<file path="config.mk">
export PLATFORM = sky130hd
export DESIGN_NAME = cal_back_flat
export DESIGN_NICKNAME = d
export VERILOG_FILES = /design/src/rtl/cal_pkg.sv /design/src/rtl/cal_result_if.sv /design/src/rtl/cal_back.sv /design/src/flat_wrapper.sv
export SDC_FILE = /design/constraint.sdc
export NUM_CORES = 1
export LEC_CHECK = 0
export BUFFER_PORTS_ARGS = -buffer_cell sky130_fd_sc_hd__buf_2
export CORE_ASPECT_RATIO = 0.7
export CORE_UTILIZATION = 35
export CTS_CLUSTER_DIAMETER = 50
export DETAILED_ROUTE_END_ITERATION = 6
export GPL_TIMING_DRIVEN = 0
export PLACE_DENSITY = 0.53
export SETUP_SLACK_MARGIN = 0.15
export SYNTH_ARGS = -nofsm -noshare
export SYNTH_HDL_FRONTEND = slang
export SYNTH_SLANG_ARGS = --single-unit
</file>
<file path="constraint.sdc">
create_clock -name clk -period 11.67 [get_ports clk]
set_input_delay 1.7505 -clock clk [delete_from_list [all_inputs] [get_ports clk]]
set_output_delay 1.7505 -clock clk [all_outputs]
set_load 0.02 [all_outputs]
</file>
<file path="src/rtl/cal_pkg.sv">
// Shared types, constants and helper functions of the cache lookup block.
// No dependencies; every other file imports this package.
package cal_pkg;

  // Geometry and counter width
  localparam int SETS       = 64;
  localparam int WAYS       = 8;
  localparam int TAG_BITS   = 28;
  localparam int COUNT_BITS = 32;

  // Fixed field widths of the channels
  localparam int TAG_W = 28;
  localparam int SET_W = 6;
  localparam int WAY_W = 3;
  localparam int OUT_W = 32;

  localparam int SET_BITS   = $clog2(SETS);
  localparam int WAY_BITS   = $clog2(WAYS);
  localparam int STORE_BITS = (TAG_BITS < TAG_W) ? TAG_BITS : TAG_W;

  localparam int QUEUE_DEPTH = 2;
  localparam int QPTR_BITS   = $clog2(QUEUE_DEPTH);

  localparam int          LFSR_W    = 16;
  localparam logic [15:0] LFSR_SEED = 16'h0001;
  localparam logic [15:0] LFSR_MASK = 16'hB400;

  localparam logic MODE_READ  = 1'b0;
  localparam logic MODE_WRITE = 1'b1;

  typedef enum logic [1:0] {
    OC_HIT        = 2'd0,
    OC_PEND_HIT   = 2'd1,
    OC_READ_MISS  = 2'd2,
    OC_WRITE_MISS = 2'd3
  } outcome_t;

  typedef enum logic [1:0] {
    FR_CLEAR,
    FR_IDLE,
    FR_LOOK,
    FR_WAIT
  } front_state_t;

  typedef struct packed {
    logic             mode;
    logic [TAG_W-1:0] tag;
    logic [SET_W-1:0] set_idx;
  } cal_access_t;

  typedef struct packed {
    outcome_t         outcome;
    logic [WAY_W-1:0] way;
    logic             memory_fetch;
    logic             memory_write;
    logic [OUT_W-1:0] hit_total;
    logic [OUT_W-1:0] miss_total;
    logic [OUT_W-1:0] pending_total;
    logic [OUT_W-1:0] through_total;
    logic [OUT_W-1:0] noalloc_total;
  } cal_result_t;

  // Classified access travelling from front to back, with the set's line state
  typedef struct packed {
    logic                  is_write;
    logic [STORE_BITS-1:0] tag;
    logic [SET_BITS-1:0]   set;
    logic                  hit;
    logic                  pending;
    logic [WAY_BITS-1:0]   way;
    logic [WAYS-1:0]       vrow;
    logic [WAYS-1:0]       prow;
  } cal_job_t;

  // Completion, new line state and tag write, back to front
  typedef struct packed {
    logic                  done;
    logic                  wr_en;
    logic [SET_BITS-1:0]   row;
    logic [WAY_BITS-1:0]   way;
    logic [STORE_BITS-1:0] tag;
    logic [WAYS-1:0]       valid;
    logic [WAYS-1:0]       pending;
  } back_note_t;

  // Set index wraps modulo SETS: constant table over all index codes
  typedef logic [SET_BITS-1:0] set_map_t [2**SET_W];

  function automatic set_map_t build_set_map();
    set_map_t m;
    int       cnt;
    cnt = 0;
    for (int i = 0; i < 2**SET_W; i++) begin
      m[i] = SET_BITS'(cnt);
      cnt++;
      if (cnt == SETS) cnt = 0;
    end
    return m;
  endfunction

  localparam set_map_t SET_MAP = build_set_map();

  // Victim modulo WAYS: per-bit weights 2^k mod WAYS, then a fold table
  typedef logic [7:0] pow_mod_t [LFSR_W];
  typedef logic [WAY_BITS-1:0] fold_mod_t [256];

  function automatic pow_mod_t build_pow_mod();
    pow_mod_t m;
    int       p;
    p = 1 % WAYS;
    for (int k = 0; k < LFSR_W; k++) begin
      m[k] = 8'(p);
      p = p * 2;
      if (p >= WAYS) p = p - WAYS;
    end
    return m;
  endfunction

  function automatic fold_mod_t build_fold_mod();
    fold_mod_t m;
    int        cnt;
    cnt = 0;
    for (int i = 0; i < 256; i++) begin
      m[i] = WAY_BITS'(cnt);
      cnt++;
      if (cnt == WAYS) cnt = 0;
    end
    return m;
  endfunction

  localparam pow_mod_t  POW_MOD  = build_pow_mod();
  localparam fold_mod_t FOLD_MOD = build_fold_mod();

  function automatic logic [WAY_BITS-1:0] lfsr_victim(input logic [LFSR_W-1:0] x);
    logic [7:0] sum;
    sum = '0;
    if ((WAYS & (WAYS - 1)) == 0) return x[WAY_BITS-1:0];
    for (int k = 0; k < LFSR_W; k++) begin
      if (x[k]) sum = sum + POW_MOD[k];
    end
    return FOLD_MOD[sum];
  endfunction

  function automatic logic [LFSR_W-1:0] lfsr_step(input logic [LFSR_W-1:0] x);
    return x[0] ? ((x >> 1) ^ LFSR_MASK) : (x >> 1);
  endfunction

  function automatic logic [COUNT_BITS-1:0] sat_inc(input logic [COUNT_BITS-1:0] c);
    return (&c) ? c : c + COUNT_BITS'(1);
  endfunction

  function automatic logic [OUT_W-1:0] count_field(input logic [COUNT_BITS-1:0] c);
    logic [OUT_W-1:0] r;
    r = '0;
    for (int i = 0; i < OUT_W; i++) begin
      if (i < COUNT_BITS) r[i] = c[i];
    end
    return r;
  endfunction

  function automatic logic [WAY_W-1:0] way_field(input logic [WAY_BITS-1:0] w);
    logic [WAY_W-1:0] r;
    r = '0;
    for (int i = 0; i < WAY_W; i++) begin
      if (i < WAY_BITS) r[i] = w[i];
    end
    return r;
  endfunction

endpackage

</file>
<file path="src/rtl/cal_result_if.sv">
// Result channel: valid/ready handshake carrying one lookup result per beat.
// Depends on cal_pkg.
interface cal_result_if import cal_pkg::*; ();
  logic        valid;
  logic        ready;
  cal_result_t data;

  modport source (output valid, data, input ready);
  modport sink   (input valid, data, output ready);
endinterface

</file>
<file path="src/rtl/cal_back.sv">
// Back end: works out the new line state, victim LFSR and counters for a
// classified access and holds the result register. Depends on cal_pkg, cal_result_if.
module cal_back import cal_pkg::*; (
  input  logic         clk,
  input  logic         rst,
  input  cal_job_t     job,
  input  logic         job_valid,
  output logic         job_ready,
  output back_note_t   note,
  cal_result_if.source rsp
);

  logic [LFSR_W-1:0]     victim_lfsr;
  logic [COUNT_BITS-1:0] hit_count, miss_count, pending_count, through_count, noalloc_count;
  logic [COUNT_BITS-1:0] hit_next, miss_next, pending_next, through_next, noalloc_next;
  logic                  out_valid;
  cal_result_t           rsp_data;
  cal_result_t           result;

  logic                pop;
  logic [WAYS-1:0]     vrow, prow, vrow_next, prow_next;
  logic                free;
  logic [WAY_BITS-1:0] free_way;
  logic [WAY_BITS-1:0] victim;
  logic                alloc;
  logic                use_lfsr;

  assign job_ready = !out_valid || rsp.ready;
  assign pop       = job_valid && job_ready;
  assign rsp.valid = out_valid;
  assign rsp.data  = rsp_data;

  assign vrow     = job.vrow;
  assign prow     = job.prow;
  assign alloc    = !job.hit && !job.is_write;
  assign use_lfsr = alloc && !free;
  assign victim   = free ? free_way : lfsr_victim(victim_lfsr);

  assign note.done    = pop;
  assign note.wr_en   = pop && alloc;
  assign note.row     = job.set;
  assign note.way     = victim;
  assign note.tag     = job.tag;
  assign note.valid   = vrow_next;
  assign note.pending = prow_next;

  // First invalid way of the set
  always_comb begin
    free     = 1'b0;
    free_way = '0;
    for (int w = WAYS - 1; w >= 0; w--) begin
      if (!vrow[w]) begin
        free     = 1'b1;
        free_way = WAY_BITS'(w);
      end
    end
  end

  always_comb begin
    vrow_next    = vrow;
    prow_next    = prow;
    hit_next     = hit_count;
    miss_next    = miss_count;
    pending_next = pending_count;
    through_next = through_count;
    noalloc_next = noalloc_count;

    result.outcome      = OC_HIT;
    result.way          = way_field(job.way);
    result.memory_fetch = 1'b0;
    result.memory_write = 1'b0;

    if (job.hit && !job.pending) begin
      hit_next = sat_inc(hit_count);
      if (job.is_write) begin
        result.memory_write = 1'b1;
        through_next        = sat_inc(through_count);
      end
    end else if (job.hit) begin
      result.outcome       = OC_PEND_HIT;
      hit_next             = sat_inc(hit_count);
      pending_next         = sat_inc(pending_count);
      prow_next[job.way]   = 1'b0;
      vrow_next[job.way]   = 1'b1;
    end else if (job.is_write) begin
      result.outcome      = OC_WRITE_MISS;
      result.way          = '0;
      result.memory_write = 1'b1;
      miss_next           = sat_inc(miss_count);
      noalloc_next        = sat_inc(noalloc_count);
    end else begin
      result.outcome      = OC_READ_MISS;
      result.way          = way_field(victim);
      result.memory_fetch = 1'b1;
      miss_next           = sat_inc(miss_count);
      vrow_next[victim]   = 1'b1;
      prow_next[victim]   = 1'b1;
    end

    result.hit_total     = count_field(hit_next);
    result.miss_total    = count_field(miss_next);
    result.pending_total = count_field(pending_next);
    result.through_total = count_field(through_next);
    result.noalloc_total = count_field(noalloc_next);
  end

  always_ff @(posedge clk) begin
    if (rst) begin
      victim_lfsr   <= LFSR_SEED;
      hit_count     <= '0;
      miss_count    <= '0;
      pending_count <= '0;
      through_count <= '0;
      noalloc_count <= '0;
      out_valid     <= 1'b0;
    end else begin
      if (pop) begin
        hit_count     <= hit_next;
        miss_count    <= miss_next;
        pending_count <= pending_next;
        through_count <= through_next;
        noalloc_count <= noalloc_next;
        if (use_lfsr) victim_lfsr <= lfsr_step(victim_lfsr);
        out_valid <= 1'b1;
      end else if (rsp.ready) begin
        out_valid <= 1'b0;
      end
    end
  end

  always_ff @(posedge clk) begin
    if (pop) begin
      rsp_data <= result;
    end
  end

endmodule

</file>
<file path="src/flat_wrapper.sv">
// flat-port wrapper written by rule: the top's interface ports become plain ports
module cal_back_flat import cal_pkg::*;
  (clk, rst, job, job_valid, job_ready, note, rsp_valid, rsp_data, rsp_ready);
  cal_result_if rsp_i ();
  input  logic clk;
  input  logic rst;
  input  cal_job_t job;
  input  logic job_valid;
  output logic job_ready;
  output back_note_t note;
  output wire logic [$bits(rsp_i.valid)-1:0] rsp_valid;
  output wire logic [$bits(rsp_i.data)-1:0] rsp_data;
  input wire logic [$bits(rsp_i.ready)-1:0] rsp_ready;
  assign rsp_valid = rsp_i.valid;
  assign rsp_data = rsp_i.data;
  assign rsp_i.ready = rsp_ready;
  cal_back u_core (.clk(clk), .rst(rst), .job(job), .job_valid(job_valid), .job_ready(job_ready), .note(note), .rsp(rsp_i));
endmodule
</file>
== Word-level counts from Yosys, hierarchy flattened ==
Cells that the tools add are included.

* Add/subtract/negate cells: 5
* Magnitude comparators: 4
* Muxes and demuxes: 53
* Bitwise logic cells: 6
* Reductions and logical operators: 21

{| class="wikitable"
|+ Operators with widths
! cell !! number
|-
| $mux W32 || 16
|-
| $add A32 B1 Y32 const B || 5
|-
| $reduce_and A32 Y1 || 5
|-
| $mux W8 || 6
|-
| $mux W3 || 9
|-
| $or A8 B8 Y8 || 3
|-
| $mux W1 || 16
|-
| $mux W16 || 1
|-
| $and A8 B8 Y8 || 1
|-
| $lt A3 B4 Y1 const B || 2
|-
| $mux W4 || 2
|-
| $not A8 Y8 || 1
|-
| $logic_and A1 B1 Y1 || 7
|-
| $demux W1 S3 || 2
|-
| $ge A3 B1 Y1 const B || 2
|-
| $logic_not A1 Y1 || 5
|-
| $mux W5 || 1
|-
| $not A3 Y4 || 1
|-
| $reduce_and A2 Y1 || 1
|-
| $reduce_bool A2 Y1 || 1
|-
| $reduce_or A2 Y1 || 1
|-
| $logic_or A1 B1 Y1 || 1
|}

* Register bits: 344
* Output and inout port bits: 224
* Word-level logic and storage cells: 106

== Depth between registers and ports, before layout ==
* Depth in word-level cells: 17
* Mapped depth: 10
* Gate-level depth less buffers: 7

== Worst setup path before layout ==
No wires, ideal clock.

* Path kind: input -> output
* Start point: input rsp_ready
* End point: output note[54] in the netlist's numbering
* Data arrival time: 7.898 ns
* Slack: 2.022 ns
* Cell stages on the path: 7
* Path buffers: 3
* Cell sequence: nor2b_1 > inv_1 > nand2_1 > inv_1 > clkbuf_1 > buf_1 > buf_4

* Word-level cells in the longest chain between the ends: 2

{| class="wikitable"
|+ Ends and longest elaborated chain
! what !! line !! text
|-
| start, declared || flat_wrapper.sv:13 || <nowiki>input wire logic [$bits(rsp_i.ready)-1:0] rsp_ready;</nowiki>
|-
| $logic_or A1 B1 Y1 || cal_back.sv:28 || <nowiki>assign job_ready = !out_valid || rsp.ready;</nowiki>
|-
| net job_ready || flat_wrapper.sv:9 || <nowiki>output logic job_ready;</nowiki>
|-
| $logic_and A1 B1 Y1 || cal_back.sv:29 || <nowiki>assign pop = job_valid && job_ready;</nowiki>
|-
| end, declared || flat_wrapper.sv:10 || <nowiki>output back_note_t note;</nowiki>
|}

The timed path passes the listed nets, and every way through them passes these cells.

== Final worst setup path ==
* Start point: input rsp_ready
* End point: output note[54] in the netlist's numbering

* Word-level cells in the longest chain between the ends: 2

{| class="wikitable"
|+ Ends and longest elaborated chain
! what !! line
|-
| $logic_or A1 B1 Y1 || cal_back.sv:28
|-
| $logic_and A1 B1 Y1 || cal_back.sv:29
|}

Every way passes these cells.

==> reports/qor.yml <==
timing.hold.ws_ps: 457
io_pins: 284
hp-class: "flop to flop"
ys_ff_latch: 344
yosysMostFrequentCell: "dfxtp_1"
worstPathArrival_ps: 4750
finalMaxSlewViolations: 0
cts-root-buf: "clkbuf_16"
dp_hpwl_um: 35300
grt_pass1_wl_um: 75500
criticalPathCategory: "input pin to output port"
antenna_found_initial: 2
synth_edf_count: 167
diodes: 0
netlist.area_leader.share: 0.296
h-tree-depth: 2
leakagePower_uw: 0.00735
synth_area_leader_cell: "edfxtp_1"
endpoint_kind: "output port"
clkTransAtPathRegs_ps: 60
nets: 2119
ys_seq_area_frac: 0.505
ctsHoldBuffers: 0
grt-ovfl-total: 0
cp.required_ps: 9920
insertion_delay_ps: 540
drt_pass1_iterations: 6
fin_area_mm2: 0.0203
cts_tree: "yes"
cap_violations: 0
hold_viol: 0
syn_to_final_growth_pct: 19.9
initial_core_util: 0.354
rsz0062_at_grt: "false"
grtUsageTotal: 0.195
power.density_mw_per_mm2: 135
post_cts_buffers: 0
viasPerCell: 5.35
row_count: 67
die_y_um: 186
gp_congestion: 0.873
avgSynthCellArea_um2: 9.62
cts_sinks: 344
ys_types: 62
finalCritPeriodShare: 0.557
first_iter_violations: 988
ctsLongestPathBuffers: 3
synth_commonest_cells: "177 x dfxtp_1, 167 x edfxtp_1, 155 x nand2_1"
crit_path_start_kind: "input pin"
fmax_mhz: 154
dieArea_mm2: 0.0493
ys_async_sr_fraction: 0
synth_area_leaders: "edfxtp_1 30%, dfxtp_1 21%, xor2_1 4.6%, xnor2_1 4.5%, a21oi_1 4.3%"
core_area_mm2: 0.0478
vias: 14500
fillers: 4729
cts_buffers: 39
tightest_slew_ps: 1430
syn_nets: 1826
fp.dieW_um: 265
grt_pass1_vias: 13300
grt_max_degree: 44
final_antenna_net_count: 0
wire_per_inst_um: 18.3
slew_headroom: 0.0370
skew_ps: 13.7
synth_flop_cell: "dfxtp_1"
critPathMaxFanout: 36
cts_resized: 0
io_buffers: 248
finalSetupViolCount: 0
synthCells: 1761
syn_area_mm2: 0.0169
drive_gt1_frac: 0.202
postPlaceCellArea_mm2: 0.0190
min_period_ps: 6500
vdd_drop_max_mv: 0.101
yosys_warnings: 0
outcome: "complete, no violations"
routed_wl_um: 49400
drc: 0
[critical path, stage by stage]
cell and delay [ps]:
buf_2 80, nor2b_1 130, inv_1 130, nand2_1 120, inv_1 270, clkbuf_1 630
buf_2 730, buf_12 300, buf_12 250, buf_4 140, buf_2 150
[layout by cell type (no fill, tap or decap), types with 39 or more instances in the layout]
master	instances
or4_1	42
buf_2	269
clkbuf_1	88
xnor2_1	87
dfxtp_1	177
nand3_1	70
nor3_1	41
o31ai_1	39
buf_4	39
nand2_1	155
clkbuf_16	41
xor2_1	89
edfxtp_1	167
a21oi_1	144
nor2_1	123
o21ai_0	100
nand4_1	68
or3_1	87
[layout make-up]
type                            count  area, um^2  area share
Inverter                           24        90.1     0.00444
Buffer                            143         711      0.0350
Timing Repair Buffer              252        1320      0.0651
Clock inverter                     19         165     0.00813
Multi-Input combinational cell   1250        7580       0.373
Tap cell                          621         777      0.0383
Clock buffer                       52        1110      0.0545
Sequential cell                   344        8560       0.421
[per-stage QoR]
stage                util  TNS (ps)  worst slack [ps]  cells  total power [uW]
floorplan               -         0              2020   1761              1450
global placement    0.397     -1360             -1360   2630              1540
detailed placement  0.398         0              5110   2634              1540
CTS                 0.425         0              5100   2705              2780
global route        0.425         0              4970   2705              2830
finish              0.425         0              5170   2705              2740
[power by group]
group          total, uW  switching [uW]  leakage [uW]  internal, uW
clock network       1230             513      0.000618           716
registers           1310            12.7       0.00309          1300
logic                199             145       0.00364          54.9
[logic make-up (layout without fill, tap and decap cells)]
family / after synthesis / after routing / share of synthesized area
flip-flops: 344 / 344 / 0.505
multiplexers: 17 / 17 / 0.0112
buffers and inverters: 167 / 490 / 0.0472
adder cells (fa/ha/maj): 5 / 5 / 0.00369
AND/OR/NAND/NOR: 717 / 717 / 0.225
XOR/XNOR: 176 / 176 / 0.0910
AO/OA/AOI/OAI: 335 / 335 / 0.116
[flip-flops by register name, summed over array words and instances, names as in the netlist]
| name | flops |
|---|---|
| u_core.rsp.data | 167 |
| u_core.hit_count | 32 |
| u_core.miss_count | 32 |
| u_core.noalloc_count | 32 |
| u_core.pending_count | 32 |
| u_core.through_count | 32 |
| u_core.victim_lfsr | 16 |
| u_core.rsp.valid | 1 |
[metal layers]
layer	vias to the layer above	global-route usage	wire length [um]
met5	-	0	8
met4	2	0.0548	1190
met3	81	0.0357	2790
met2	422	0.300	21700
met1	6946	0.280	23700
li1	7017	-	-
[path summary, 6_finish.rpt]
| path | startpoint | end | slack, ps | cells after the start |
|---|---|---|---|---|
| setup reg to reg | u_core.rsp.valid | u_core.rsp.data[105] | 8310 | 8 |
| hold / removal | u_core.victim_lfsr[9] | u_core.victim_lfsr[8] | 460 | 2 |
| setup / recovery | rsp_ready | note[54] | 5170 | 11 |
| hold reg to reg | u_core.victim_lfsr[9] | u_core.victim_lfsr[8] | 460 | 2 |
(Power assumes the default switching activity.)
