===== config.mk =====
export PLATFORM = sky130hd
export DESIGN_NAME = cal_queue
export DESIGN_NICKNAME = d
export VERILOG_FILES = /design/src/rtl/cal_pkg.sv /design/src/rtl/cal_queue.sv
export SDC_FILE = /design/constraint.sdc
export NUM_CORES = 1
export LEC_CHECK = 0
export ABC_CLOCK_PERIOD_IN_PS = 3700
export BUFFER_PORTS_ARGS = -buffer_cell sky130_fd_sc_hd__buf_2
export CAP_MARGIN = 20
export CORE_MARGIN = 5
export CORE_UTILIZATION = 55
export DETAILED_ROUTE_END_ITERATION = 8
export PLACE_DENSITY_LB_ADDON = 0.2
export SETUP_SLACK_MARGIN = 0.4
export SLEW_MARGIN = 20
export SYNTH_ARGS = -nofsm -noshare
export SYNTH_HDL_FRONTEND = slang
export SYNTH_SLANG_ARGS = --single-unit
export TNS_END_PERCENT = 10

===== constraint.sdc =====
create_clock -name clk -period 3.7 [get_ports clk]
set_input_delay 0 -clock clk [delete_from_list [all_inputs] [get_ports clk]]
set_output_delay 0 -clock clk [all_outputs]
set_load 0.05 [all_outputs]

===== src/rtl/cal_pkg.sv =====
// Shared types, constants and helper functions of the cache lookup block.
// No dependencies; every other file imports this package.
package cal_pkg;

  // Geometry and counter width
  localparam int SETS       = 64;
  localparam int WAYS       = 8;
  localparam int TAG_BITS   = 28;
  localparam int COUNT_BITS = 32;

  // Fixed field widths of the channels
  localparam int TAG_W = 28;
  localparam int SET_W = 6;
  localparam int WAY_W = 3;
  localparam int OUT_W = 32;

  localparam int SET_BITS   = $clog2(SETS);
  localparam int WAY_BITS   = $clog2(WAYS);
  localparam int STORE_BITS = (TAG_BITS < TAG_W) ? TAG_BITS : TAG_W;

  localparam int QUEUE_DEPTH = 2;
  localparam int QPTR_BITS   = $clog2(QUEUE_DEPTH);

  localparam int          LFSR_W    = 16;
  localparam logic [15:0] LFSR_SEED = 16'h0001;
  localparam logic [15:0] LFSR_MASK = 16'hB400;

  localparam logic MODE_READ  = 1'b0;
  localparam logic MODE_WRITE = 1'b1;

  typedef enum logic [1:0] {
    OC_HIT        = 2'd0,
    OC_PEND_HIT   = 2'd1,
    OC_READ_MISS  = 2'd2,
    OC_WRITE_MISS = 2'd3
  } outcome_t;

  typedef enum logic [1:0] {
    FR_CLEAR,
    FR_IDLE,
    FR_LOOK,
    FR_WAIT
  } front_state_t;

  typedef struct packed {
    logic             mode;
    logic [TAG_W-1:0] tag;
    logic [SET_W-1:0] set_idx;
  } cal_access_t;

  typedef struct packed {
    outcome_t         outcome;
    logic [WAY_W-1:0] way;
    logic             memory_fetch;
    logic             memory_write;
    logic [OUT_W-1:0] hit_total;
    logic [OUT_W-1:0] miss_total;
    logic [OUT_W-1:0] pending_total;
    logic [OUT_W-1:0] through_total;
    logic [OUT_W-1:0] noalloc_total;
  } cal_result_t;

  // Classified access travelling from front to back, with the set's line state
  typedef struct packed {
    logic                  is_write;
    logic [STORE_BITS-1:0] tag;
    logic [SET_BITS-1:0]   set;
    logic                  hit;
    logic                  pending;
    logic [WAY_BITS-1:0]   way;
    logic [WAYS-1:0]       vrow;
    logic [WAYS-1:0]       prow;
  } cal_job_t;

  // Completion, new line state and tag write, back to front
  typedef struct packed {
    logic                  done;
    logic                  wr_en;
    logic [SET_BITS-1:0]   row;
    logic [WAY_BITS-1:0]   way;
    logic [STORE_BITS-1:0] tag;
    logic [WAYS-1:0]       valid;
    logic [WAYS-1:0]       pending;
  } back_note_t;

  // Set index wraps modulo SETS: constant table over all index codes
  typedef logic [SET_BITS-1:0] set_map_t [2**SET_W];

  function automatic set_map_t build_set_map();
    set_map_t m;
    int       cnt;
    cnt = 0;
    for (int i = 0; i < 2**SET_W; i++) begin
      m[i] = SET_BITS'(cnt);
      cnt++;
      if (cnt == SETS) cnt = 0;
    end
    return m;
  endfunction

  localparam set_map_t SET_MAP = build_set_map();

  // Victim modulo WAYS: per-bit weights 2^k mod WAYS, then a fold table
  typedef logic [7:0] pow_mod_t [LFSR_W];
  typedef logic [WAY_BITS-1:0] fold_mod_t [256];

  function automatic pow_mod_t build_pow_mod();
    pow_mod_t m;
    int       p;
    p = 1 % WAYS;
    for (int k = 0; k < LFSR_W; k++) begin
      m[k] = 8'(p);
      p = p * 2;
      if (p >= WAYS) p = p - WAYS;
    end
    return m;
  endfunction

  function automatic fold_mod_t build_fold_mod();
    fold_mod_t m;
    int        cnt;
    cnt = 0;
    for (int i = 0; i < 256; i++) begin
      m[i] = WAY_BITS'(cnt);
      cnt++;
      if (cnt == WAYS) cnt = 0;
    end
    return m;
  endfunction

  localparam pow_mod_t  POW_MOD  = build_pow_mod();
  localparam fold_mod_t FOLD_MOD = build_fold_mod();

  function automatic logic [WAY_BITS-1:0] lfsr_victim(input logic [LFSR_W-1:0] x);
    logic [7:0] sum;
    sum = '0;
    if ((WAYS & (WAYS - 1)) == 0) return x[WAY_BITS-1:0];
    for (int k = 0; k < LFSR_W; k++) begin
      if (x[k]) sum = sum + POW_MOD[k];
    end
    return FOLD_MOD[sum];
  endfunction

  function automatic logic [LFSR_W-1:0] lfsr_step(input logic [LFSR_W-1:0] x);
    return x[0] ? ((x >> 1) ^ LFSR_MASK) : (x >> 1);
  endfunction

  function automatic logic [COUNT_BITS-1:0] sat_inc(input logic [COUNT_BITS-1:0] c);
    return (&c) ? c : c + COUNT_BITS'(1);
  endfunction

  function automatic logic [OUT_W-1:0] count_field(input logic [COUNT_BITS-1:0] c);
    logic [OUT_W-1:0] r;
    r = '0;
    for (int i = 0; i < OUT_W; i++) begin
      if (i < COUNT_BITS) r[i] = c[i];
    end
    return r;
  endfunction

  function automatic logic [WAY_W-1:0] way_field(input logic [WAY_BITS-1:0] w);
    logic [WAY_W-1:0] r;
    r = '0;
    for (int i = 0; i < WAY_W; i++) begin
      if (i < WAY_BITS) r[i] = w[i];
    end
    return r;
  endfunction

endpackage


===== src/rtl/cal_queue.sv =====
// Short queue of classified accesses between front and back.
// Depends on cal_pkg.
module cal_queue import cal_pkg::*; (
  input  logic     clk,
  input  logic     rst,
  input  cal_job_t push_job,
  input  logic     push_valid,
  output logic     push_ready,
  output cal_job_t pop_job,
  output logic     pop_valid,
  input  logic     pop_ready
);

  cal_job_t entries [QUEUE_DEPTH];

  logic [QPTR_BITS-1:0] wr_ptr;
  logic [QPTR_BITS-1:0] rd_ptr;
  logic [QPTR_BITS:0]   count;
  logic                 push;
  logic                 pop;

  assign push_ready = (count != (QPTR_BITS + 1)'(QUEUE_DEPTH));
  assign pop_valid  = (count != '0);
  assign push       = push_valid && push_ready;
  assign pop        = pop_valid && pop_ready;
  assign pop_job    = entries[rd_ptr];

  always_ff @(posedge clk) begin
    if (rst) begin
      wr_ptr <= '0;
      rd_ptr <= '0;
      count  <= '0;
    end else begin
      if (push) begin
        wr_ptr <= (wr_ptr == QPTR_BITS'(QUEUE_DEPTH - 1)) ? '0 : wr_ptr + 1'b1;
      end
      if (pop) begin
        rd_ptr <= (rd_ptr == QPTR_BITS'(QUEUE_DEPTH - 1)) ? '0 : rd_ptr + 1'b1;
      end
      if (push && !pop) begin
        count <= count + 1'b1;
      end else if (pop && !push) begin
        count <= count - 1'b1;
      end
    end
  end

  always_ff @(posedge clk) begin
    if (push) begin
      entries[wr_ptr] <= push_job;
    end
  end

endmodule


# Word-level counts from Yosys, hierarchy flattened
# Memories as Yosys holds them, arrays and structs flattened. A register that Yosys moved wholly into a read port is not among the register bits.
# Cells that the tools add are included.
[op_classes] add_sub_neg=4 eq_ne=1 mux=8 n_reduce_logical=8
[ops] operator="1-bit two-way mux" count=6
[ops] operator="1-bit logical AND" count=4
[ops] operator="2-bit two-way mux" count=2
[ops] operator="2-bit nonzero test" count=2
[ops] operator="1-bit adder (second input constant)" count=2
[ops] operator="2-bit by 1-bit adder with 2-bit output (second input constant)" count=1
[ops] operator="1-bit logical NOT" count=2
[ops] operator="2-bit inequality test (second input constant)" count=1
[ops] operator="2-bit by 1-bit subtractor with 2-bit output (second input constant)" count=1
[totals] reg_bits=4 ram_bits=112 in_bits=60 out_inout_bits=58 mem_count=1
[memory_table] name="entries" depth=2 width=56 read_ports=1 rd_clocked_by_memory_dff=1 wr=1 line_no="cal_queue.sv:14" rtl="cal_job_t entries [QUEUE_DEPTH];"

# Longest topological paths before layout
# Gate-level depths: netlist of the first run.
[logic_depth] depth_word=6 mapped_depth=6 ltp_nobuf=6

# Least setup slack after synthesis of the first run
# OpenSTA, ideal clock, no wires.
[synth_path] path_type="flip-flop to flip-flop" start="register count[0]" end="memory entries[1][0] (netlist name) (enable)" arrival_ns=2.356 required_ns=3.280 slack_ns=0.924 path_stages_with_launch=3 path_buffers=0 period_less_slack_ns=2.776 cell_sequence="dfxtp_1 nand2b_1 and3_1"
[synth_between] elab_chain_cells=4
[synth_lines] item="from (decl)" line_no="cal_queue.sv:18" rtl="logic [QPTR_BITS:0] count;"
[synth_lines] item="from (signal assigned)" line_no="cal_queue.sv:41" rtl="count <= count + 1'b1;"
[synth_lines] item="from (signal assigned)" line_no="cal_queue.sv:43" rtl="count <= count - 1'b1;"
[synth_lines] item="2-bit inequality test" line_no="cal_queue.sv:22" rtl="assign push_ready = (count != (QPTR_BITS + 1)'(QUEUE_DEPTH));"
[synth_lines] item="net push_ready" line_no="cal_queue.sv:8" rtl="output logic push_ready,"
[synth_lines] item="1-bit logical AND" line_no="cal_queue.sv:24" rtl="assign push = push_valid && push_ready;"
[synth_lines] item="1-bit two-way mux" line_no="cal_queue.sv:49" rtl="if (push) begin"
[synth_lines] item="1-bit two-way mux (implied by the code)" line_no="cal_queue.sv:50" rtl="entries[wr_ptr] <= push_job;"
[synth_lines] item="to (decl)" line_no="cal_queue.sv:14"
# The timed path passes the listed nets, and every way through them passes these cells.

==> out/qor.txt, run 1 <==
TIMING
---------------------------------------------------------------------------------
Final TNS setup                                                              0 ns
Final worst-path cycle share                                                65.9%
Setup Viol. Count Final                                                         0
Relative slew slack                                                         41.1%
Least-Margin Pin Slew                                                    0.884 ns
Number of pins exceeding their max-slew limit in the final report               0
Final min period                                                          2.44 ns
Achievable frequency                                                      410 MHz
Final hold violations                                                           0
Setup repair after global routing missed its margin                            no
Final worst clock skew                                                 0.00976 ns

GLOBAL ROUTING
---------------------------------------------------------------------------------
Vias in the first global route                                               2713
Maximum number of pins on one net before global-route repair                   38
M3 GR Usage                                                                 6.21%
Grt ovf                                                                         0
Global routing met2 resource utilization                                    31.6%
Most Crowded Layer GR                                                        met2
Grt met1 use                                                                22.0%
First-pass GRT wire length                                               13700 um
Number of antenna violations at the first check in global routing               0
All-layer global routing usage                                              18.7%

YOSYS
---------------------------------------------------------------------------------
Synthesized flop and latch total                                              117
Syn. warnings                                                                   0
Library cell occupying the most area in the post-synthesis netlist   sky130_fd_sc_hd__edfxtp_1
Mean Syn Cell Area                                                      21.6 um^2
Sequential-to-total area share from yosys stat                              81.0%
Top area cells in the synthesized netlist                            sky130_fd_sc_hd__edfxtp_1 (79%), sky130_fd_sc_hd__mux2_2 (15%), sky130_fd_sc_hd__dfxtp_1 (2.3%), sky130_fd_sc_hd__buf_6 (1.1%), sky130_fd_sc_hd__xor2_1 (0.61%)
Synthesized instance count                                                    198
Cell area after technology mapping                                      4270 um^2
Number of nets produced by synthesis                                          259
Synth unique cells                                                             19
Portion of synthesized cell area occupied by the leading cell type          78.7%

FINISH
---------------------------------------------------------------------------------
Highest-count cells in the layout ignoring fill and taps             sky130_fd_sc_hd__buf_2 (117), sky130_fd_sc_hd__edfxtp_1 (112), sky130_fd_sc_hd__dlygate4sd3_1 (60)
Post-layout net count                                                         452
Antenna Cells                                                                   0
Layout area overhead                                                        43.1%
Most common library cell in the layout ignoring fill and taps        sky130_fd_sc_hd__buf_2
Ratio of cells with drive above 1 in the final layout                       51.6%

SETUP PATH
---------------------------------------------------------------------------------
Dominant delay contributor by cell family on the critical path         flip-flops
Maximum net fanout on the critical path                                        37
Kind of critical path                                                flip-flop to output pin
Buf/Inv on CP                                                                   2
Endpoint type of the worst setup path                                  output pin
Worst flop-to-flop path startpoint                                       count[0]
Worst EP required                                                         3.70 ns
Endpoint arrival time on the critical path                                2.44 ns
Startpoint type of the worst setup path                                 flip-flop
Longest individual stage delay on the worst path                          0.91 ns
Max stage delay cell, worst path                                     sky130_fd_sc_hd__dfxtp_2
Critical Path, Cell by Cell                                          buf_4, mux2_2, buf_2

ROUTING
---------------------------------------------------------------------------------
Antenna-violating nets left                                                     0
Total via count in the routed design                                         2480
Average routed wire per standard cell                                     17.0 um
Post-detailed-route DRC marker count                                            0
Avg Vias per Cell                                                            4.91
Number of DRC markers after the initial detailed-route iteration               97
Wire length after detailed routing                                        8560 um
Number of detailed-route iterations in the first pass                           4

FLOORPLAN
---------------------------------------------------------------------------------
Die Area                                                                9630 um^2
Y dimension of the die                                                    98.2 um
Number of core rows                                                            32
Die X-Extent                                                              98.2 um
Starting Density                                                            55.9%
# IOs                                                                         118
Placeable core region                                                   7650 um^2

CTS
---------------------------------------------------------------------------------
Clock tree buffer depth                                                         2
Clock slew seen by the registers of the worst setup and hold paths        0.05 ns
Cell at the root of the clock tree                                   sky130_fd_sc_hd__clkbuf_8
Clock tree from TritonCTS                                                    done
Clock buffer count from CTS                                                    17
Number of gates resized after cts                                               0
Clock latency at the later pin of the worst-skew pair                     0.49 ns
CTS H-tree depth                                                                4
Clock net sink count                                                          117

HOLD PATH
---------------------------------------------------------------------------------
Worst Hold Launch                                                    push_job[37]
Worst Hold Class                                                     input pin to flip-flop

PLACED DESIGN
---------------------------------------------------------------------------------
Port buffer count                                                             117
DPL Wire Length                                                           5050 um
Routability cong.                                                           0.730

PWR
---------------------------------------------------------------------------------
Leak                                                                      2.35 nW
Power consumption                                                         4.77 mW
Pwr/cell area                                                         780 nW/um^2
Largest voltage drop on the vdd net                                    0.000623 V

JOB
---------------------------------------------------------------------------------
Reported max-cap violation count                                                0

OUTCOME
---------------------------------------------------------------------------------
Outcome                                                              complete, no violations

## synth_stat cells
library cell / number
sky130_fd_sc_hd__buf_2: 1
sky130_fd_sc_hd__dfxtp_1: 5
sky130_fd_sc_hd__or3_1: 1
sky130_fd_sc_hd__a21bo_2: 1
sky130_fd_sc_hd__buf_4: 1
sky130_fd_sc_hd__nand3b_1: 1
sky130_fd_sc_hd__or2_2: 1
sky130_fd_sc_hd__buf_6: 4
sky130_fd_sc_hd__and3_1: 1
sky130_fd_sc_hd__ha_1: 1
sky130_fd_sc_hd__and2_1: 1
sky130_fd_sc_hd__nor2_1: 3
sky130_fd_sc_hd__mux2_2: 56
sky130_fd_sc_hd__inv_1: 1
sky130_fd_sc_hd__o21ai_0: 2
sky130_fd_sc_hd__nand2b_1: 1
sky130_fd_sc_hd__edfxtp_1: 112
sky130_fd_sc_hd__a21oi_1: 2
sky130_fd_sc_hd__xor2_1: 3
## cell families (layout without fill, tap and decap cells)
logic type / Yosys count / count (layout) / synth area share, %
compound gates: 5 / 5 / 0.703
buf+inv: 7 / 212 / 1.43
xor+xnor: 3 / 3 / 0.615
mux: 56 / 56 / 14.8
flops: 117 / 117 / 81.0
simple gates: 9 / 9 / 1.17
fa+ha+maj: 1 / 1 / 0.293
## path summary, 6_finish.rpt
| check | end | slack (ns) | cells after the start |
|---|---|---|---|
| setup / recovery | pop_job[24] | 1.26 | 3 |
| hold / removal | entries[0][37] | 0.23 | 2 |
| hold reg to reg | count[1] | 0.53 | 2 |
| setup reg to reg | entries[1][8] | 1.56 | 3 |
## sequential cells by signal, indices dropped and copies added, names as in the netlist, named ones only
| signal | count |
|---|---|
| count | 2 |
| entries | 112 |
| rd_ptr | 1 |
| wr_ptr | 1 |
## per-stage QoR
stage	hold WS (ns)	std cells	utilization [%]	cell area, um^2	worst slack [ns]
final	0.229	505	80.0	6110	1.26
after global routing	0.214	505	80.0	6110	1.14
after CTS	0.202	505	80.0	6110	1.22
after detailed placement	0.191	414	64.8	4950	1.56
after global placement	0.189	414	64.8	4950	1.60
after floorplan	0.0691	198	-	4270	0.924
## where the power goes
part           total, mW  switching [mW]  internal [mW]
clock               1.52           0.513           1.01
combinational       1.49            1.05          0.447
sequential          1.76          0.0969           1.66
## worst register-to-register path, delay by kind of cell (launching register included)
kind / cells / cell delay [ns]
simple gates: 2 / 0.96
buf+inv: 1 / 0.44
flops: 1 / 0.39
## timing repair
action | in CTS | in global routing
endpoints found under the hold margin | 117 | 0
hold buffers | 60 | 0
setup buffers | 0 | 0
## routing by layer
layer  up-vias  share of wire (%)
met5         -                  0
met4         0                1.1
met3         9                6.5
met2        94                 53
met1      1210                 39
li1       1167                  -
## cell type report
cell class	instances	area, um^2
Sequential cell	117	3460
Tap cell	102	128
Fill cell	422	1530
Inverter	1	3.75
Clock inverter	12	138
Clock buffer	19	422
Multi-Input combinational cell	74	751
Timing Repair Buffer	180	1210
(Power assumes the default switching activity.)
==> run 2, diff against run 1 <==
--- a/config.mk
+++ b/config.mk
@@ -5,11 +5,11 @@
 export SDC_FILE = /design/constraint.sdc
 export NUM_CORES = 1
 export LEC_CHECK = 0
-export ABC_CLOCK_PERIOD_IN_PS = 3700
+export ABC_CLOCK_PERIOD_IN_PS = 2500
 export BUFFER_PORTS_ARGS = -buffer_cell sky130_fd_sc_hd__buf_2
 export CAP_MARGIN = 20
 export CORE_MARGIN = 5
-export CORE_UTILIZATION = 55
+export CORE_UTILIZATION = 51
 export DETAILED_ROUTE_END_ITERATION = 8
 export PLACE_DENSITY_LB_ADDON = 0.2
 export SETUP_SLACK_MARGIN = 0.4
==> constraint.sdc (replaced) <==
create_clock -name clk -period 2.5 [get_ports clk]
set_input_delay 0 -clock clk [delete_from_list [all_inputs] [get_ports clk]]
set_output_delay 0 -clock clk [all_outputs]
set_load 0.05 [all_outputs]
==> out/qor.txt, run 2 (synthesis gave the netlist of run 1 again) <==
PLACED DESIGN
---------------------------------------------------------------------------------
Routability cong.                                                           0.720   -1.5%
DPL Wire Length                                                           5230 um   +3.5%
Port buffer count                                                             117   unchanged

TIMING
---------------------------------------------------------------------------------
Final worst clock skew                                                 0.00744 ns   -0.00232 ns
Least-Margin Pin Slew                                                    0.434 ns   -0.450 ns
Final min period                                                          2.00 ns
Achievable frequency                                                      500 MHz
Number of pins exceeding their max-slew limit in the final report               0   unchanged
Relative slew slack                                                         71.1%   +30 points
Final hold violations                                                           0   unchanged
Setup repair after global routing missed its margin                            no
Final worst-path cycle share                                                80.0%
Final hold slack                                                         0.100 ns   -0.129 ns
Setup Viol. Count Final                                                         0   unchanged
Final TNS setup                                                              0 ns   unchanged

ROUTING
---------------------------------------------------------------------------------
Number of detailed-route iterations in the first pass                           4   unchanged
Average routed wire per standard cell                                     16.7 um   -1.7%
Post-detailed-route DRC marker count                                            0   unchanged
Number of DRC markers after the initial detailed-route iteration              107   +10%
Total via count in the routed design                                         2436   -1.8%
Antenna-violating nets left                                                     0   unchanged
Avg Vias per Cell                                                            4.78   -2.7%
Wire length after detailed routing                                        8500 um   -0.77%

HOLD PATH
---------------------------------------------------------------------------------
Worst Hold Class                                                     input pin to flip-flop
Cell depth of the worst min-delay path                                          5   +3

FLOORPLAN
---------------------------------------------------------------------------------
Die X-Extent                                                               102 um   +3.5%
# IOs                                                                         118   unchanged
Placeable core region                                                   8180 um^2   +6.9%
Starting Density                                                            52.3%   -3.6 points
Y dimension of the die                                                     102 um   +3.5%
Die Area                                                               10300 um^2   +7.0%
Number of core rows                                                            33   +3.1%

GLOBAL ROUTING
---------------------------------------------------------------------------------
Maximum number of pins on one net before global-route repair                   41   +7.9%
All-layer global routing usage                                              17.2%   -1.5 points
Number of antenna violations at the first check in global routing               0   unchanged
Vias in the first global route                                               2590   -4.5%
First-pass GRT wire length                                               12900 um   -5.4%
Grt ovf                                                                         0   unchanged

FINISH
---------------------------------------------------------------------------------
Multi-input combinational cell area                                      758 um^2   +1.0%
Sequential cell area                                                    3460 um^2   unchanged
Top register by number of flip-flops                                      entries
Filler Cell Count                                                             511   +21%
Most common library cell in the layout ignoring fill and taps        sky130_fd_sc_hd__buf_2
Max reg flops                                                                 112   unchanged
Fraction of the core area covered by cells at the end of the flow           75.1%   -4.9 points
Layout area overhead                                                        43.6%
Largest registers                                                    entries: 112 flops, count: 2 flops
Ratio of cells with drive above 1 in the final layout                       52.1%   +0.49 points
Highest-count cells in the layout ignoring fill and taps             sky130_fd_sc_hd__buf_2 (117), sky130_fd_sc_hd__edfxtp_1 (112), sky130_fd_sc_hd__dlygate4sd3_1 (59)
Antenna Cells                                                                   0   unchanged
Post-layout net count                                                         453   +0.22%

PWR
---------------------------------------------------------------------------------
Power consumption                                                         7.01 mW   +47%
Pwr/cell area                                                        1140 nW/um^2   +46%
Seq pwr share                                                               36.6%   -0.2 points
Switching part of the total power                                           35.2%   +0.51 points
Leak                                                                      2.36 nW   +0.43%
Largest voltage drop on the vdd net                                    0.000690 V   +11%
Share of power burned in combinational logic                                32.7%   +1.4 points
Clock network fraction of design power                                      30.8%   -1.1 points
Sw power                                                                  2.47 mW   +49%
Internal cell power                                                       4.54 mW   +46%

CTS
---------------------------------------------------------------------------------
Clock buffer count from CTS                                                    17   unchanged
CTS H-tree depth                                                                4   unchanged
Setup bufs post-CTS                                                             0   unchanged
Clock net sink count                                                          117   unchanged
Clock tree from TritonCTS                                                    done
Clock tree buffer depth                                                         2   unchanged
Cell at the root of the clock tree                                   sky130_fd_sc_hd__clkbuf_8
Clock slew seen by the registers of the worst setup and hold paths        0.05 ns   about the same
Clock latency at the later pin of the worst-skew pair                     0.50 ns   about the same

SETUP PATH
---------------------------------------------------------------------------------
Worst EP required                                                         2.50 ns   -1.20 ns
Longest individual stage delay on the worst path                          0.60 ns   -0.31 ns
Startpoint type of the worst setup path                                 flip-flop
Maximum net fanout on the critical path                                        40   +8.1%
Max stage delay cell, worst path                                     sky130_fd_sc_hd__dfxtp_2
Worst R2R Setup Slack                                                     0.83 ns   -0.73 ns
R2r worst-path depth                                                            4   +1
Kind of critical path                                                flip-flop to output pin
Endpoint arrival time on the critical path                                2.00 ns   -0.44 ns
Critical Path, Cell by Cell                                          buf_12, mux2_2, buf_2
Endpoint type of the worst setup path                                  output pin

OUTCOME
---------------------------------------------------------------------------------
Outcome                                                              complete, no violations

JOB
---------------------------------------------------------------------------------
Reported max-cap violation count                                                0   unchanged

==> run 2: cell count changes in the layout (fill, tap and decap cells not counted) <==
cell	before	now
sky130_fd_sc_hd__clkinv_1	2	3
sky130_fd_sc_hd__buf_12	0	2
sky130_fd_sc_hd__clkinvlp_4	2	1
sky130_fd_sc_hd__nand2b_4	0	1
sky130_fd_sc_hd__inv_2	1	0
sky130_fd_sc_hd__dlygate4sd3_1	60	59
sky130_fd_sc_hd__clkinv_4	0	1
sky130_fd_sc_hd__nand2b_1	1	0
sky130_fd_sc_hd__clkinv_2	5	7
sky130_fd_sc_hd__bufinv_16	3	2
==> run 2: what timing repair did <==
action	in CTS	in global routing
hold endpoints to repair	117	0
hold buffers	59	0
gates resized for setup	0	0
==> run 2: power groups by stage <==
stage	Clock, mW	Combinational [mW]	Sequential [mW]
after global placement	0	2.21	2.59
final	2.16	2.29	2.56
after CTS	2.20	2.30	2.56
after detailed placement	0	2.22	2.60
after global routing	2.29	2.40	2.59
after floorplan	0	1.80	2.55
==> run 2: layer usage <==
layer | up-vias | part of all wire [%] | GRT usage, %
li1 | 1168 | - | -
met1 | 1180 | 39 | 20.0
met2 | 79 | 53 | 29.3
met3 | 9 | 6.7 | 6.13
met4 | 0 | 1.3 | 6.75
met5 | - | 0 | 0
==> run 2: worst paths after layout <==
| path | startpoint | to |
|---|---|---|
| max | flip-flop | pop_job[30] |
| min | push_valid | count[0] |
| max reg2reg | count[0] | entries[0][38] |
| min reg2reg | rd_ptr | rd_ptr |
==> run 2: final cells by class <==
| type | instances | area share [%] |
|---|---|---|
| multi-input cells | 74 | 12.4 |
| clock inverters | 13 | 1.88 |
| clock buffers | 19 | 6.87 |
| repair buffers | 181 | 20.2 |
| well taps | 105 | 2.14 |
| flip-flops and latches | 117 | 56.5 |
| inverters | 1 | 0.122 |
==> run 2: stage by stage <==
stage,std cells,setup WS (ns),instance area [um^2]
global placement,419,0.906,5010
floorplan,198,0.550,4290
detailed placement,419,0.880,5010
global route,510,0.403,6140
finish,510,0.501,6140
CTS,510,0.446,6140
==> run 2: critical path: cells and delay by family (launching register included) <==
family | cells | cell delay, ns
buf+inv | 2 | 0.51
mux | 1 | 0.38
flops | 1 | 0.60
